`src/hw/rtl/qro_pkg.sv`:
```
// qro_pkg: shared constants and types for the quad / rectangle overlap test.
// No dependencies.
`default_nettype none

package qro_pkg;

  localparam int NUM_CORNERS = 4;  // corners of each shape
  localparam int NUM_QAXES   = 2;  // axes taken from quad edges
  localparam int NUM_REDGES  = 2;  // distinct rectangle edge coordinates per dimension

  // Separation already decided on the two rectangle axes
  typedef struct packed {
    logic sep_w;  // x intervals apart, width nonzero
    logic sep_h;  // y intervals apart, height nonzero
  } rect_sep_t;

endpackage

`default_nettype wire

```
`src/hw/rtl/qro_if.sv`:
```
// qro_if: valid/ready channel interfaces for shape pairs and overlap results.
// No dependencies.
`default_nettype none


interface qro_out_if;
  logic valid;
  logic ready;
  logic overlap;

  modport source (output valid, overlap, input ready);
  modport sink (input valid, overlap, output ready);
endinterface

`default_nettype wire

```
`src/hw/rtl/qro_sep.sv`:
```
// qro_sep: projection intervals per axis, gap test and the result register.
// Depends on qro_pkg and qro_out_if.
`default_nettype none

module qro_sep #(
  parameter int COORD_BITS = 24
) (
  input  wire logic                          clk,
  input  wire logic                          rst_n,
  input  wire logic                          s3_valid,
  output logic                               s3_ready,
  input  wire logic signed [2*COORD_BITS+2:0] dq_i [qro_pkg::NUM_QAXES][qro_pkg::NUM_CORNERS],
  input  wire logic signed [2*COORD_BITS+2:0] dr_i [qro_pkg::NUM_QAXES][qro_pkg::NUM_CORNERS],
  input  wire qro_pkg::rect_sep_t            rsep_i,
  qro_out_if.source                          out_ch
);

  localparam int DW = 2 * COORD_BITS + 3;

  // stage 4: intervals
  logic                 s4_v_r;
  logic signed [DW-1:0] qmin_r [qro_pkg::NUM_QAXES];
  logic signed [DW-1:0] qmax_r [qro_pkg::NUM_QAXES];
  logic signed [DW-1:0] rmin_r [qro_pkg::NUM_QAXES];
  logic signed [DW-1:0] rmax_r [qro_pkg::NUM_QAXES];
  qro_pkg::rect_sep_t   rsep_r;

  logic signed [DW-1:0] qmin_nxt [qro_pkg::NUM_QAXES];
  logic signed [DW-1:0] qmax_nxt [qro_pkg::NUM_QAXES];
  logic signed [DW-1:0] rmin_nxt [qro_pkg::NUM_QAXES];
  logic signed [DW-1:0] rmax_nxt [qro_pkg::NUM_QAXES];

  // stage 5: result register
  logic out_v_r;
  logic overlap_r;
  logic overlap_nxt;
  logic s4_rdy, s5_rdy;

  function automatic logic signed [DW-1:0] min4(
    input logic signed [DW-1:0] a, input logic signed [DW-1:0] b,
    input logic signed [DW-1:0] c, input logic signed [DW-1:0] d
  );
    logic signed [DW-1:0] ab, cd;
    ab = (a < b) ? a : b;
    cd = (c < d) ? c : d;
    return (ab < cd) ? ab : cd;
  endfunction

  function automatic logic signed [DW-1:0] max4(
    input logic signed [DW-1:0] a, input logic signed [DW-1:0] b,
    input logic signed [DW-1:0] c, input logic signed [DW-1:0] d
  );
    logic signed [DW-1:0] ab, cd;
    ab = (a > b) ? a : b;
    cd = (c > d) ? c : d;
    return (ab > cd) ? ab : cd;
  endfunction

  assign s5_rdy   = !out_v_r || out_ch.ready;
  assign s4_rdy   = !s4_v_r || s5_rdy;
  assign s3_ready = s4_rdy;

  always_comb begin
    for (int k = 0; k < qro_pkg::NUM_QAXES; k++) begin
      qmin_nxt[k] = min4(dq_i[k][0], dq_i[k][1], dq_i[k][2], dq_i[k][3]);
      qmax_nxt[k] = max4(dq_i[k][0], dq_i[k][1], dq_i[k][2], dq_i[k][3]);
      rmin_nxt[k] = min4(dr_i[k][0], dr_i[k][1], dr_i[k][2], dr_i[k][3]);
      rmax_nxt[k] = max4(dr_i[k][0], dr_i[k][1], dr_i[k][2], dr_i[k][3]);
    end
  end

  // touching intervals (zero gap) do not separate
  always_comb begin
    overlap_nxt = !(rsep_r.sep_w || rsep_r.sep_h);
    for (int k = 0; k < qro_pkg::NUM_QAXES; k++) begin
      if ((rmin_r[k] > qmax_r[k]) || (qmin_r[k] > rmax_r[k])) begin
        overlap_nxt = 1'b0;
      end
    end
  end

  always_ff @(posedge clk) begin
    if (!rst_n) begin
      s4_v_r  <= 1'b0;
      out_v_r <= 1'b0;
    end else begin
      if (s4_rdy) begin
        s4_v_r <= s3_valid;
      end
      if (s5_rdy) begin
        out_v_r <= s4_v_r;
      end
    end
  end

  always_ff @(posedge clk) begin
    if (s4_rdy && s3_valid) begin
      qmin_r <= qmin_nxt;
      qmax_r <= qmax_nxt;
      rmin_r <= rmin_nxt;
      rmax_r <= rmax_nxt;
      rsep_r <= rsep_i;
    end
    if (s5_rdy && s4_v_r) begin
      overlap_r <= overlap_nxt;
    end
  end

  assign out_ch.valid   = out_v_r;
  assign out_ch.overlap = overlap_r;

endmodule

`default_nettype wire
```
`src/flat_wrapper.sv`:
```
// flat-port wrapper written by rule: the top's interface ports become plain ports
module qro_sep_flat 
#(
  parameter int COORD_BITS = 24
)
  (clk, rst_n, s3_valid, s3_ready, dq_i, dr_i, rsep_i, out_ch_valid, out_ch_overlap, out_ch_ready);
  qro_out_if out_ch_i ();
  input  wire logic clk;
  input  wire logic rst_n;
  input  wire logic s3_valid;
  output logic s3_ready;
  input  wire logic signed [2*COORD_BITS+2:0] dq_i[qro_pkg::NUM_QAXES][qro_pkg::NUM_CORNERS];
  input  wire logic signed [2*COORD_BITS+2:0] dr_i[qro_pkg::NUM_QAXES][qro_pkg::NUM_CORNERS];
  input  wire qro_pkg::rect_sep_t rsep_i;
  output wire logic [$bits(out_ch_i.valid)-1:0] out_ch_valid;
  output wire logic [$bits(out_ch_i.overlap)-1:0] out_ch_overlap;
  input wire logic [$bits(out_ch_i.ready)-1:0] out_ch_ready;
  assign out_ch_valid = out_ch_i.valid;
  assign out_ch_overlap = out_ch_i.overlap;
  assign out_ch_i.ready = out_ch_ready;
  qro_sep #(.COORD_BITS(COORD_BITS)) u_core (.clk(clk), .rst_n(rst_n), .s3_valid(s3_valid), .s3_ready(s3_ready), .dq_i(dq_i), .dr_i(dr_i), .rsep_i(rsep_i), .out_ch(out_ch_i));
endmodule
```
`config.mk`:
```
export PLATFORM = sky130hd
export DESIGN_NAME = qro_sep_flat
export DESIGN_NICKNAME = d
export VERILOG_FILES = /design/src/hw/rtl/qro_pkg.sv /design/src/hw/rtl/qro_if.sv /design/src/hw/rtl/qro_sep.sv /design/src/flat_wrapper.sv
export SDC_FILE = /design/constraint.sdc
export NUM_CORES = 2
export LEC_CHECK = 0
export BUFFER_PORTS_ARGS = -buffer_cell sky130_fd_sc_hd__buf_2
export CAP_MARGIN = 10
export CORE_AREA = 2 2 321 323
export CTS_CLUSTER_SIZE = 40
export DETAILED_ROUTE_END_ITERATION = 12
export DIE_AREA = 0 0 323 325
export GPL_TIMING_DRIVEN = 0
export PLACE_DENSITY_LB_ADDON = 0.3
export SLEW_MARGIN = 0
export SYNTH_ARGS = -nofsm -noshare
export SYNTH_HDL_FRONTEND = slang
export SYNTH_SLANG_ARGS = --single-unit
```
`constraint.sdc`:
```
create_clock -name clk -period 16.9 [get_ports clk]
set_input_delay 3.38 -clock clk [delete_from_list [all_inputs] [get_ports clk]]
set_output_delay 3.38 -clock clk [all_outputs]
set_load 0.01 [all_outputs]
```
==> impl_results.md <==
* Status: completed
* Power Dens Cells at 103 mW/mm^2
* Met2 wire len at 88.3 mm
* CP max FO at 10
* Routed len/inst at roughly 25 um
* DR top layer: met5
* Slew HR at 6.68%
* Min-delay src: u_core.s4_v_r$_SDFFE_PN0N_
* Crit share post-route at 71.9%
* Power Total at 6.34 mW
* RSZ-0062 raised after global routing: no
* Yosys cell types at 76
* Vias per inst at 6.12
* YS warnings at 0
* Cell depth of the worst flop-to-flop path at 10
* Worst slew pin tran at roughly 1400 ps
* CP required at 17,320 ps
* DP Worst Slack at 4770 ps
* Global-route wire length before repair at 301 mm
* Die Width at ~320 um
* Number of global-route vias before repair at 48,300
* Commonest non-fill, non-tap cell in the layout: ha_1
* Max Root-Sink Buffers at 3
* Hold Buf Count CTS at 0
* Xor/xnor share of the synthesized area at 0.0817%
* Io pins at 825
* Met1 Wirelength at around 91 mm
* Initial antenna violation count at 109
* Final wirelength at 209 mm
* Global route overflow at 0
* Clock Tree Root: clkbuf_16
* Mapped Cells at roughly 6,000
* Residual DRC at 0
* Static Leakage at 32.9 nW
* Setup TNS at 0 ps
* Min-delay worst type: reg -> reg
* Fillers at between 9,000 and 10,000
* Crit end category: register
* Final setup violating endpoints at 0
* Postcts setup bufs at 0
* Post-synthesis cell area at 0.0536 mm^2
* Final number of hold-violating endpoints at 0
* Arr. time, crit path at ~13,000 ps
* Iter 0 DRT Violations at 5,298
* Min-Delay Endpoint: u_core.out_ch.valid$_SDFFE_PN0P_
* Most frequent cells in the layout: ha_1 (1,016), inv_1 (994), mux2i_1 (967)
* Clock transition at path regs at 60 ps
* Pins Over Slew Limit at 0
* Synth Area in Simple Gates at between 10% and 20%
* Clk sinks at 413
* Share of cells above drive strength 1 at 15.4%
* FF+latch count, synth at 413
* Min Tclk post-route at between 10,000 and 15,000 ps
* Area growth from synthesis to layout at 14.6%
* Largest net degree at the start of global routing at 76
* Max Cap Violations at 0
* Layout Nets at 8,714
* Reg area at 0.0124 mm^2
* Core Region at 0.101 mm^2
* Routed Antenna Nets at 0
* Prevailing post-synth register cell: edfxtp_1
* Die height at ~330 um
* Hold depth at 1
* GRT Overall Usage at 38.3%
* CTS resizes at 0
* Die ar. at 0.105 mm^2
* Largest cells by area after synthesis: ha_1 (24%), edfxtp_1 (23%), mux2i_1 (18%)
* Row count at 117
* R2R setup slack at 13,110 ps
* Post-synth net total at between 7,000 and 8,000
* Max IR drop VDD at 0.0000778 V
* Synth Area in Adders at 23.7%
* Worst Setup Start Kind: input pin
* Core Util, Final at 60.6%
* Synth top area share at 23.7%
* Syn_area_per_cell at 8.94 um^2
* CTS tree: yes
* GPL Wtd Cong at 1.01
* Setup CP Type: in -> reg
* Main combinational cell family by area after synthesis: adder cells
* Worst r2r src: u_core.qmin_r[73]$_DFFE_PP_
* Inserted Clock Buffers at 49
* EDFF count, synth at between 400 and 500
* Reg-to-Reg End: u_core.out_ch.overlap$_SDFFCE_PP0P_
* Skew final at 23.2 ps
* Multi-input logic area at 0.0365 mm^2
* Clk Latency, worst-skew pair at between 600 and 700 ps
* Port Buf Inserts at 824
* Post-synthesis mux area share at a little under a fifth
* Post-synthesis sequential area ratio at a little under a quarter
* Cell taking the most area after synthesis: ha_1
* Initial core utilization at 52.9%
* Met3 routed WL at 21.3 mm
* Synth Area in Compound Gates at 14.8%
* Routed vias at ~51,000
* Max Fclk at 82.3 MHz
* Slack of the critical path at 4750 ps
* First-pass DRT Iterations at 7
* Async S/R FF share, synth at 0%
* Dpl hpwl at 178 mm
* Htree depth at 2
power breakdown:
group	internal, mW	total [mW]	switching (mW)
logic	1.40	3.65	2.25
clock network	0.598	1.07	0.470
registers	1.50	1.62	0.121
stage by stage:
stage	hold WS [ps]	instance area, um^2	std cells
3_5_place_dp	508	59600	8191
5_1_grt	559	61400	8350
6_report	521	61400	8358
2_1_floorplan	477	53600	5990
4_1_cts	526	61200	8279
3_3_place_gp	496	59400	8182
kinds of logic after synthesis:
family	count (synthesis)
XOR/XNOR	5
adder cells (fa/ha/maj)	1016
buffers and inverters	1206
flip-flops	413
multiplexers	1020
AO/OA/AOI/OAI	1237
AND/OR/NAND/NOR	1093
synthesized netlist by cell type (28+ instances only):
cell type	number
a211oi_1	31
nand3_1	64
nor4_1	28
nor2b_1	60
mux2_2	52
clkbuf_1	104
inv_1	994
o311ai_0	51
o211ai_1	68
o31a_1	52
nand4_1	256
o21ai_0	200
edfxtp_1	411
nor2_1	266
nand2_1	239
ha_1	1016
buf_2	78
a21o_1	246
nor3b_1	51
mux2i_1	967
a21oi_1	445
nor3_1	59
o21a_1	34
state kept, by name, summed over array words and instances, names as in the netlist:
signal / cells
u_core.rmax_r: 102
u_core.s4_v_r: 1
u_core.out_ch.overlap: 1
u_core.qmin_r: 102
u_core.qmax_r: 102
u_core.out_ch.valid: 1
u_core.rmin_r: 102
u_core.rsep_r: 2
per-layer routing:
| metal | vias up | track usage, % |
|---|---|---|
| met3 | 430 | 7.22 |
| met1 | 24300 | 54.2 |
| met4 | 18 | 17.0 |
| met5 | - | 0 |
| met2 | 2681 | 56.3 |
| li1 | 23700 | - |
critical path, cell delays in order:
cell and delay, ps:
buf_2 120, inv_1 50, ha_1 280, nand4_1 220, nor4_1 710, o21ai_0 410, nand2_1 180, nor4_2 60
buf_4 190, o221ai_1 770, clkbuf_1 800, buf_2 590, mux2i_1 300, inv_1 70, ha_1 300, nand2_1 110
nor3_1 790, nor4b_1 1070, a2111oi_0 270, nand2_1 290, o21ai_0 120, a21oi_1 490, buf_2 540, mux2i_1 410
cell type report:
type,instances,share of cell area (%)
Antenna cell,77,0.314
Clock inverter,31,0.487
Sequential cell,413,20.2
Tap cell,1368,2.79
Multi-Input combinational cell,4371,59.5
Clock buffer,57,2.05
Timing Repair Buffer,835,7.06
Buffer,212,1.59
Inverter,994,6.08
worst max-delay path by stage:
stage                      start                           to  slack (ps)  depth (start not counted)
global placement    out_ch_ready  u_core.qmin_r[12]$_DFFE_PP_        -800                          4
detailed placement     dr_i[324]  u_core.rmin_r[87]$_DFFE_PP_        4770                         25
CTS                    dr_i[324]  u_core.rmin_r[70]$_DFFE_PP_        5400                         25
finish                 dr_i[324]  u_core.rmin_r[70]$_DFFE_PP_        4750                         24
global route           dr_i[324]  u_core.rmin_r[70]$_DFFE_PP_        4850                         25
floorplan           out_ch_ready   u_core.qmax_r[0]$_DFFE_PP_        3180                          3
Power figures use the tool's default switching activity.
