### config.mk
export PLATFORM = sky130hd
export DESIGN_NAME = qro_front_flat
export DESIGN_NICKNAME = d
export VERILOG_FILES = /design/src/hw/rtl/qro_pkg.sv /design/src/hw/rtl/qro_if.sv /design/src/hw/rtl/qro_front.sv /design/src/flat_wrapper.sv
export SDC_FILE = /design/constraint.sdc
export NUM_CORES = 1
export LEC_CHECK = 0
export ABC_AREA = 1
export BUFFER_PORTS_ARGS = -buffer_cell sky130_fd_sc_hd__buf_2
export CORE_ASPECT_RATIO = 0.7
export CORE_MARGIN = 10
export CORE_UTILIZATION = 45
export CTS_CLUSTER_DIAMETER = 100
export DETAILED_ROUTE_END_ITERATION = 7
export GPL_ROUTABILITY_DRIVEN = 0
export PLACE_DENSITY_LB_ADDON = 0.25
export SYNTH_ARGS = -nofsm -noshare
export SYNTH_HDL_FRONTEND = slang
export SYNTH_SLANG_ARGS = --single-unit
### constraint.sdc
create_clock -name clk -period 55.8 [get_ports clk]
set_input_delay 13.95 -clock clk [delete_from_list [all_inputs] [get_ports clk]]
set_output_delay 13.95 -clock clk [all_outputs]
set_load 0.01 [all_outputs]
### src/hw/rtl/qro_pkg.sv
// qro_pkg: shared constants and types for the quad / rectangle overlap test.
// No dependencies.
`default_nettype none

package qro_pkg;

  localparam int NUM_CORNERS = 4;  // corners of each shape
  localparam int NUM_QAXES   = 2;  // axes taken from quad edges
  localparam int NUM_REDGES  = 2;  // distinct rectangle edge coordinates per dimension

  // Separation already decided on the two rectangle axes
  typedef struct packed {
    logic sep_w;  // x intervals apart, width nonzero
    logic sep_h;  // y intervals apart, height nonzero
  } rect_sep_t;

endpackage

`default_nettype wire

### src/hw/rtl/qro_if.sv
// qro_if: valid/ready channel interfaces for shape pairs and overlap results.
// No dependencies.
`default_nettype none

interface qro_in_if #(
  parameter int COORD_BITS = 24
);
  logic                         valid;
  logic                         ready;
  logic signed [COORD_BITS-1:0] quad_x0;
  logic signed [COORD_BITS-1:0] quad_y0;
  logic signed [COORD_BITS-1:0] quad_x1;
  logic signed [COORD_BITS-1:0] quad_y1;
  logic signed [COORD_BITS-1:0] quad_x2;
  logic signed [COORD_BITS-1:0] quad_y2;
  logic signed [COORD_BITS-1:0] quad_x3;
  logic signed [COORD_BITS-1:0] quad_y3;
  logic signed [COORD_BITS-1:0] rect_left;
  logic signed [COORD_BITS-1:0] rect_top;
  logic        [COORD_BITS-2:0] rect_width;
  logic        [COORD_BITS-2:0] rect_height;

  modport source (
    output valid, quad_x0, quad_y0, quad_x1, quad_y1, quad_x2, quad_y2, quad_x3, quad_y3,
    output rect_left, rect_top, rect_width, rect_height,
    input  ready
  );
  modport sink (
    input  valid, quad_x0, quad_y0, quad_x1, quad_y1, quad_x2, quad_y2, quad_x3, quad_y3,
    input  rect_left, rect_top, rect_width, rect_height,
    output ready
  );
endinterface


`default_nettype wire

### src/hw/rtl/qro_front.sv
// qro_front: input register, then axes, rectangle edges and the rectangle-axis tests.
// Depends on qro_pkg and qro_in_if.
`default_nettype none

module qro_front #(
  parameter int COORD_BITS = 24
) (
  input  wire logic                    clk,
  input  wire logic                    rst_n,
  qro_in_if.sink                       in_ch,
  output logic                         s1_valid,
  input  wire logic                    s1_ready,
  output logic signed [COORD_BITS:0]   ax_o [qro_pkg::NUM_QAXES],
  output logic signed [COORD_BITS:0]   ay_o [qro_pkg::NUM_QAXES],
  output logic signed [COORD_BITS:0]   qx_o [qro_pkg::NUM_CORNERS],
  output logic signed [COORD_BITS:0]   qy_o [qro_pkg::NUM_CORNERS],
  output logic signed [COORD_BITS:0]   rx_o [qro_pkg::NUM_REDGES],
  output logic signed [COORD_BITS:0]   ry_o [qro_pkg::NUM_REDGES],
  output qro_pkg::rect_sep_t           rsep_o
);

  localparam int EW = COORD_BITS + 1;

  // stage 0: raw transaction
  logic                         s0_v_r;
  logic signed [COORD_BITS-1:0] qx_in_r [qro_pkg::NUM_CORNERS];
  logic signed [COORD_BITS-1:0] qy_in_r [qro_pkg::NUM_CORNERS];
  logic signed [COORD_BITS-1:0] left_r;
  logic signed [COORD_BITS-1:0] top_r;
  logic        [COORD_BITS-2:0] w_r;
  logic        [COORD_BITS-2:0] h_r;

  // stage 1
  logic                s1_v_r;
  logic signed [EW-1:0] ax_r [qro_pkg::NUM_QAXES];
  logic signed [EW-1:0] ay_r [qro_pkg::NUM_QAXES];
  logic signed [EW-1:0] qx_r [qro_pkg::NUM_CORNERS];
  logic signed [EW-1:0] qy_r [qro_pkg::NUM_CORNERS];
  logic signed [EW-1:0] rx_r [qro_pkg::NUM_REDGES];
  logic signed [EW-1:0] ry_r [qro_pkg::NUM_REDGES];
  qro_pkg::rect_sep_t   rsep_r;

  logic signed [EW-1:0] ax_nxt [qro_pkg::NUM_QAXES];
  logic signed [EW-1:0] ay_nxt [qro_pkg::NUM_QAXES];
  logic signed [EW-1:0] qx_nxt [qro_pkg::NUM_CORNERS];
  logic signed [EW-1:0] qy_nxt [qro_pkg::NUM_CORNERS];
  logic signed [EW-1:0] rx_nxt [qro_pkg::NUM_REDGES];
  logic signed [EW-1:0] ry_nxt [qro_pkg::NUM_REDGES];
  qro_pkg::rect_sep_t   rsep_nxt;

  logic signed [EW-1:0] qx_min, qx_max, qy_min, qy_max;
  logic                 s0_rdy, s1_rdy;

  function automatic logic signed [EW-1:0] min4(
    input logic signed [EW-1:0] a, input logic signed [EW-1:0] b,
    input logic signed [EW-1:0] c, input logic signed [EW-1:0] d
  );
    logic signed [EW-1:0] ab, cd;
    ab = (a < b) ? a : b;
    cd = (c < d) ? c : d;
    return (ab < cd) ? ab : cd;
  endfunction

  function automatic logic signed [EW-1:0] max4(
    input logic signed [EW-1:0] a, input logic signed [EW-1:0] b,
    input logic signed [EW-1:0] c, input logic signed [EW-1:0] d
  );
    logic signed [EW-1:0] ab, cd;
    ab = (a > b) ? a : b;
    cd = (c > d) ? c : d;
    return (ab > cd) ? ab : cd;
  endfunction

  assign s1_rdy      = !s1_v_r || s1_ready;
  assign s0_rdy      = !s0_v_r || s1_rdy;
  assign in_ch.ready = s0_rdy;

  always_comb begin
    for (int i = 0; i < qro_pkg::NUM_CORNERS; i++) begin
      qx_nxt[i] = {qx_in_r[i][COORD_BITS-1], qx_in_r[i]};
      qy_nxt[i] = {qy_in_r[i][COORD_BITS-1], qy_in_r[i]};
    end
    // rectangle spans [left, left+w] x [top, top+h]
    rx_nxt[0] = {left_r[COORD_BITS-1], left_r};
    rx_nxt[1] = rx_nxt[0] + $signed({2'b00, w_r});
    ry_nxt[0] = {top_r[COORD_BITS-1], top_r};
    ry_nxt[1] = ry_nxt[0] + $signed({2'b00, h_r});
    // quad edges from corner 0 to corners 1 and 3
    ax_nxt[0] = qx_nxt[1] - qx_nxt[0];
    ay_nxt[0] = qy_nxt[1] - qy_nxt[0];
    ax_nxt[1] = qx_nxt[3] - qx_nxt[0];
    ay_nxt[1] = qy_nxt[3] - qy_nxt[0];

    qx_min = min4(qx_nxt[0], qx_nxt[1], qx_nxt[2], qx_nxt[3]);
    qx_max = max4(qx_nxt[0], qx_nxt[1], qx_nxt[2], qx_nxt[3]);
    qy_min = min4(qy_nxt[0], qy_nxt[1], qy_nxt[2], qy_nxt[3]);
    qy_max = max4(qy_nxt[0], qy_nxt[1], qy_nxt[2], qy_nxt[3]);

    // rectangle axes scale x or y by a nonnegative size: a plain interval
    // test, unless the size is zero and the axis collapses
    rsep_nxt.sep_w = (w_r != '0) && ((rx_nxt[0] > qx_max) || (qx_min > rx_nxt[1]));
    rsep_nxt.sep_h = (h_r != '0) && ((ry_nxt[0] > qy_max) || (qy_min > ry_nxt[1]));
  end

  always_ff @(posedge clk) begin
    if (!rst_n) begin
      s0_v_r <= 1'b0;
      s1_v_r <= 1'b0;
    end else begin
      if (s0_rdy) begin
        s0_v_r <= in_ch.valid;
      end
      if (s1_rdy) begin
        s1_v_r <= s0_v_r;
      end
    end
  end

  always_ff @(posedge clk) begin
    if (s0_rdy && in_ch.valid) begin
      qx_in_r[0] <= in_ch.quad_x0;
      qy_in_r[0] <= in_ch.quad_y0;
      qx_in_r[1] <= in_ch.quad_x1;
      qy_in_r[1] <= in_ch.quad_y1;
      qx_in_r[2] <= in_ch.quad_x2;
      qy_in_r[2] <= in_ch.quad_y2;
      qx_in_r[3] <= in_ch.quad_x3;
      qy_in_r[3] <= in_ch.quad_y3;
      left_r     <= in_ch.rect_left;
      top_r      <= in_ch.rect_top;
      w_r        <= in_ch.rect_width;
      h_r        <= in_ch.rect_height;
    end
    if (s1_rdy && s0_v_r) begin
      ax_r   <= ax_nxt;
      ay_r   <= ay_nxt;
      qx_r   <= qx_nxt;
      qy_r   <= qy_nxt;
      rx_r   <= rx_nxt;
      ry_r   <= ry_nxt;
      rsep_r <= rsep_nxt;
    end
  end

  assign s1_valid = s1_v_r;
  assign ax_o     = ax_r;
  assign ay_o     = ay_r;
  assign qx_o     = qx_r;
  assign qy_o     = qy_r;
  assign rx_o     = rx_r;
  assign ry_o     = ry_r;
  assign rsep_o   = rsep_r;

endmodule

`default_nettype wire

### src/flat_wrapper.sv
// flat-port wrapper written by rule: the top's interface ports become plain ports
module qro_front_flat 
#(
  parameter int COORD_BITS = 24
)
  (clk, rst_n, s1_valid, s1_ready, ax_o, ay_o, qx_o, qy_o, rx_o, ry_o, rsep_o, in_ch_valid, in_ch_quad_x0, in_ch_quad_y0, in_ch_quad_x1, in_ch_quad_y1, in_ch_quad_x2, in_ch_quad_y2, in_ch_quad_x3, in_ch_quad_y3, in_ch_rect_left, in_ch_rect_top, in_ch_rect_width, in_ch_rect_height, in_ch_ready);
  qro_in_if #(.COORD_BITS(COORD_BITS)) in_ch_i ();
  input  wire logic clk;
  input  wire logic rst_n;
  output logic s1_valid;
  input  wire logic s1_ready;
  output logic signed [COORD_BITS:0] ax_o[qro_pkg::NUM_QAXES];
  output logic signed [COORD_BITS:0] ay_o[qro_pkg::NUM_QAXES];
  output logic signed [COORD_BITS:0] qx_o[qro_pkg::NUM_CORNERS];
  output logic signed [COORD_BITS:0] qy_o[qro_pkg::NUM_CORNERS];
  output logic signed [COORD_BITS:0] rx_o[qro_pkg::NUM_REDGES];
  output logic signed [COORD_BITS:0] ry_o[qro_pkg::NUM_REDGES];
  output qro_pkg::rect_sep_t rsep_o;
  input wire logic [$bits(in_ch_i.valid)-1:0] in_ch_valid;
  input wire logic [$bits(in_ch_i.quad_x0)-1:0] in_ch_quad_x0;
  input wire logic [$bits(in_ch_i.quad_y0)-1:0] in_ch_quad_y0;
  input wire logic [$bits(in_ch_i.quad_x1)-1:0] in_ch_quad_x1;
  input wire logic [$bits(in_ch_i.quad_y1)-1:0] in_ch_quad_y1;
  input wire logic [$bits(in_ch_i.quad_x2)-1:0] in_ch_quad_x2;
  input wire logic [$bits(in_ch_i.quad_y2)-1:0] in_ch_quad_y2;
  input wire logic [$bits(in_ch_i.quad_x3)-1:0] in_ch_quad_x3;
  input wire logic [$bits(in_ch_i.quad_y3)-1:0] in_ch_quad_y3;
  input wire logic [$bits(in_ch_i.rect_left)-1:0] in_ch_rect_left;
  input wire logic [$bits(in_ch_i.rect_top)-1:0] in_ch_rect_top;
  input wire logic [$bits(in_ch_i.rect_width)-1:0] in_ch_rect_width;
  input wire logic [$bits(in_ch_i.rect_height)-1:0] in_ch_rect_height;
  output wire logic [$bits(in_ch_i.ready)-1:0] in_ch_ready;
  assign in_ch_i.valid = in_ch_valid;
  assign in_ch_i.quad_x0 = in_ch_quad_x0;
  assign in_ch_i.quad_y0 = in_ch_quad_y0;
  assign in_ch_i.quad_x1 = in_ch_quad_x1;
  assign in_ch_i.quad_y1 = in_ch_quad_y1;
  assign in_ch_i.quad_x2 = in_ch_quad_x2;
  assign in_ch_i.quad_y2 = in_ch_quad_y2;
  assign in_ch_i.quad_x3 = in_ch_quad_x3;
  assign in_ch_i.quad_y3 = in_ch_quad_y3;
  assign in_ch_i.rect_left = in_ch_rect_left;
  assign in_ch_i.rect_top = in_ch_rect_top;
  assign in_ch_i.rect_width = in_ch_rect_width;
  assign in_ch_i.rect_height = in_ch_rect_height;
  assign in_ch_ready = in_ch_i.ready;
  qro_front #(.COORD_BITS(COORD_BITS)) u_core (.clk(clk), .rst_n(rst_n), .in_ch(in_ch_i), .s1_valid(s1_valid), .s1_ready(s1_ready), .ax_o(ax_o), .ay_o(ay_o), .qx_o(qx_o), .qy_o(qy_o), .rx_o(rx_o), .ry_o(ry_o), .rsep_o(rsep_o));
endmodule
==> flow_summary_export.csv <==
group,metric,value,unit
critical_path,slowest_stage,"buf_2",
synthesis,synth.area.top_cells,"edfxtp_1 (55%), ha_1 (13%), nand2_1 (8.0%)",
layout,fillCellCount,7312,
layout,fin_cells,5422,
global_routing,gr-total-overflow,0,
clock_network,post-cts-setup-buffer-count,0,
floorplan,die_height,260.9,um
clock_network,cts_tree,"yes",
global_routing,grt_pass1_wl,173.3,mm
layout,seq_area,20400,um2
clock_network,cts_sinks,680,
critical_path,critPathArrivalTime,14.49,ns
pwr,p_total,0.001578,W
route,drtAntennaViolNets,0,
sta,finalCriticalPeriod,28.44,ns
floorplan,initial_core_util,45.36,%
route,viasPerCell,5.377,
critical_path,crit_top_cell,"buf_2",
clock_network,clk_pin_slew,0.06,ns
synthesis,synth-async-reset-ratio,0,%
placement,dp_hpwl,99.21,mm
clock_network,clk_latency,0.63,ns
sta,slew_headroom,32.43,%
sta,rsz0062_at_grt,"false",
synthesis,synth_top_area_share,54.57,%
pwr,peakVddDrop,0.02634,mV
pwr,power_density,35.92,nW/um2
sta,skew,0.03108,ns
route,dr.pass1.iters,6,
sta,finalSetupTns,0,ns
pwr,pwr-share-seq,39.9,%
pwr,p_leak,20.15,nW
synthesis,synth_edf_count,678,
floorplan,dieWidth,364.2,um
synthesis,avgSynthCellArea,10.40,um2
placement,place_inst,5296,
layout,multi_input_area,14650,um2
global_routing,grt_max_degree,96,
pwr,swShare,35.34,%
clock_network,post_cts_resized,0,
synthesis,synth_seq_cells,680,
critical_path,worst-path-max-fanout,3,
pwr,intPower,0.001020,W
critical_path,cp_cell_sequence,"buf_2 -> inv_1 -> nand3_1 -> buf_2",
layout,fin_nets,4958,
critical_path,start_kind,"primary input",
floorplan,coreArea,82250,um2
layout,final_util,53.42,%
floorplan,io_pins,694,
synthesis,synth_area,37310,um2
sta,period_share,50.97,%
pwr,clkPwrFrac,28.7,%
clock_network,cts_buffers,69,
worst_hold_path,hold_class,"flip-flop to flip-flop",
synthesis,syn_nets,4257,
critical_path,slowest_delay,0.17,ns
sta,maxSlewViolCount,0,
global_routing,first_global_vias,26630,
layout,drive_above_1_share,19.98,%
critical_path,required,41.85,ns
critical_path,worstSetupPathType,"primary input to output port",
synthesis,yosysTopAreaCell,"edfxtp_1",
clock_network,holdBufCountCts,0,
route,drc,0,
pwr,power.switching,0.0005577,W
synthesis,ys_types,54,
route,wl_per_cell,22.51,um
status,outcome,"finished, final reports clean",
pwr,combinationalPowerShare,31.4,%
placement,port_buffers,693,
layout,area_growth,17.76,%
critical_path,crit_family,"buffers and inverters",
flow_run,drv_cap,0,
critical_path,crit_buf_inv,3,
route,routed_wl,122.1,mm
floorplan,row_count,88,
route,via_count,29160,
global_routing,antenna_found_initial,10,
clock_network,clockBufferDepth,3,
synthesis,dominantRegCellSynth,"edfxtp_1",
sta,finalSetupViolCount,0,
sta,worst_pin_slew,1.014,ns
sta,final-hold-violation-count,0,
synthesis,yosys_warnings,0,
clock_network,htreeDepth,3,
synthesis,synthCells,3587,
sta,fmax,35.16,MHz
global_routing,track_usage,24.53,%
synthesis,synth_seq_area_share,54.67,%
clock_network,cts_root_buf,"clkbuf_16",
route,drtIter0Drc,3315,
floorplan,fp.dieArea,95010,um2
critical_path,end_kind,"output port",
==> cell usage in the layout (no fill, tap or decap), drive strengths merged, types with 8 or more instances in the layout <==
cell	count
nand4	41
a21boi	9
o211ai	8
nand3	231
o21bai	10
nor3	33
edfxtp	678
inv	479
xor2	90
xnor2	42
a21o	16
a31oi	23
nand2	820
o21ai	246
clkinv	24
buf	709
nor4	21
clkbuf	82
a21oi	233
ha	374
o21a	12
a211oi	16
nor2	100
==> through the flow <==
stage / hold WS, ns / worst slack (ns) / instance area [um2]
6_report: 0.4493 / 27.36 / 43940
5_1_grt: 0.4564 / 27.31 / 43930
4_1_cts: 0.4492 / 27.36 / 43920
3_3_place_gp: 0.4325 / 27.37 / 41760
3_5_place_dp: 0.4346 / 27.36 / 41760
2_1_floorplan: 0.4264 / 21.80 / 37310
==> worst reg2reg max path: cells and delay by family, from the launching register on <==
family / cells / cell delay (ns)
flops: 1 / 0.42
simple gates: 21 / 5.29
compound gates: 4 / 1.61
fa+ha+maj: 3 / 1.17
buf+inv: 2 / 0.16
==> per-layer routing <==
layer	up-vias	part of all wire [%]	global-route usage [%]
met5	-	0.034	0
met4	6	2.1	5.561
met3	140	12	7.972
met2	1429	40	33.21
met1	13680	45	37.36
li1	13900	-	-
==> cells in the mapped netlist, drive strengths merged, types with 3 or more instances <==
library cell    n
nor4           21
o211ai          8
a21boi          9
buf            47
o21ai         246
nor3           33
edfxtp        678
a21o           16
o21a           12
o221ai          5
nand4          41
fa              6
nand3         231
nor2          100
ha            374
xor2           90
clkbuf         32
xnor2          42
a21oi         233
a31oi          23
a211oi         16
inv           470
a221oi          3
o21bai         10
nand2         820
nand3b          3
==> registers in the layout (all words and copies together), names as in the netlist <==
name / count
u_core.s0_v_r: 1
u_core.s1_valid: 1
u_core.h_r: 23
u_core.qx_in_r: 96
u_core.top_r: 24
u_core.ry_o: 49
u_core.ay_o: 50
u_core.qy_o: 96
u_core.left_r: 24
u_core.rsep_o: 2
u_core.w_r: 23
u_core.ax_o: 50
u_core.rx_o: 49
u_core.qx_o: 96
u_core.qy_in_r: 96
==> final timing paths <==
path / depth (start not counted) / endpoint / startpoint / slack (ns)
worst max-delay path: 4 / in_ch_ready / s1_ready / 27.36
worst min-delay path: 0 / u_core.qy_o[50]$_DFFE_PP_ / u_core.qy_in_r[1][0]$_DFFE_PP_ / 0.45
worst max register to register: 30 / u_core.rsep_o[0]$_DFFE_PP_ / u_core.qy_in_r[3][23]$_DFFE_PP_ / 46.89
worst min register to register: 0 / u_core.qy_o[50]$_DFFE_PP_ / u_core.qy_in_r[1][0]$_DFFE_PP_ / 0.45
==> cell type report <==
cell class / count / area share (%)
clock inverter: 40 / 0.7917
multi-input combinational: 2358 / 33.35
tap: 1080 / 3.076
inverter: 470 / 4.032
clock buffer: 82 / 4.138
sequential: 680 / 46.43
antenna: 3 / 0.01709
timing repair buffer: 709 / 8.167
==> cells by family after synthesis <==
family                   Yosys count  synth area share [%]
AO/OA/AOI/OAI                    591                 8.756
AND/OR/NAND/NOR                 1254                 14.49
adder cells (fa/ha/maj)          380                 12.86
flip-flops                       680                 54.67
XOR/XNOR                         132                 3.099
multiplexers                       1               0.02683
buffers and inverters            549                 6.087
==> power by group through the flow <==
| stage | Sequential [W] | Combinational [W] | Clock (W) |
|---|---|---|---|
| global placement | 0.000639 | 0.000467 | 0 |
| finish | 0.000629 | 0.000496 | 0.000453 |
| detailed placement | 0.000640 | 0.000478 | 0 |
| global route | 0.000632 | 0.000552 | 0.000482 |
| CTS | 0.000629 | 0.000481 | 0.000462 |
| floorplan | 0.000653 | 0.000326 | 0 |
No activity file was read; power rests on OpenSTA's default activity.
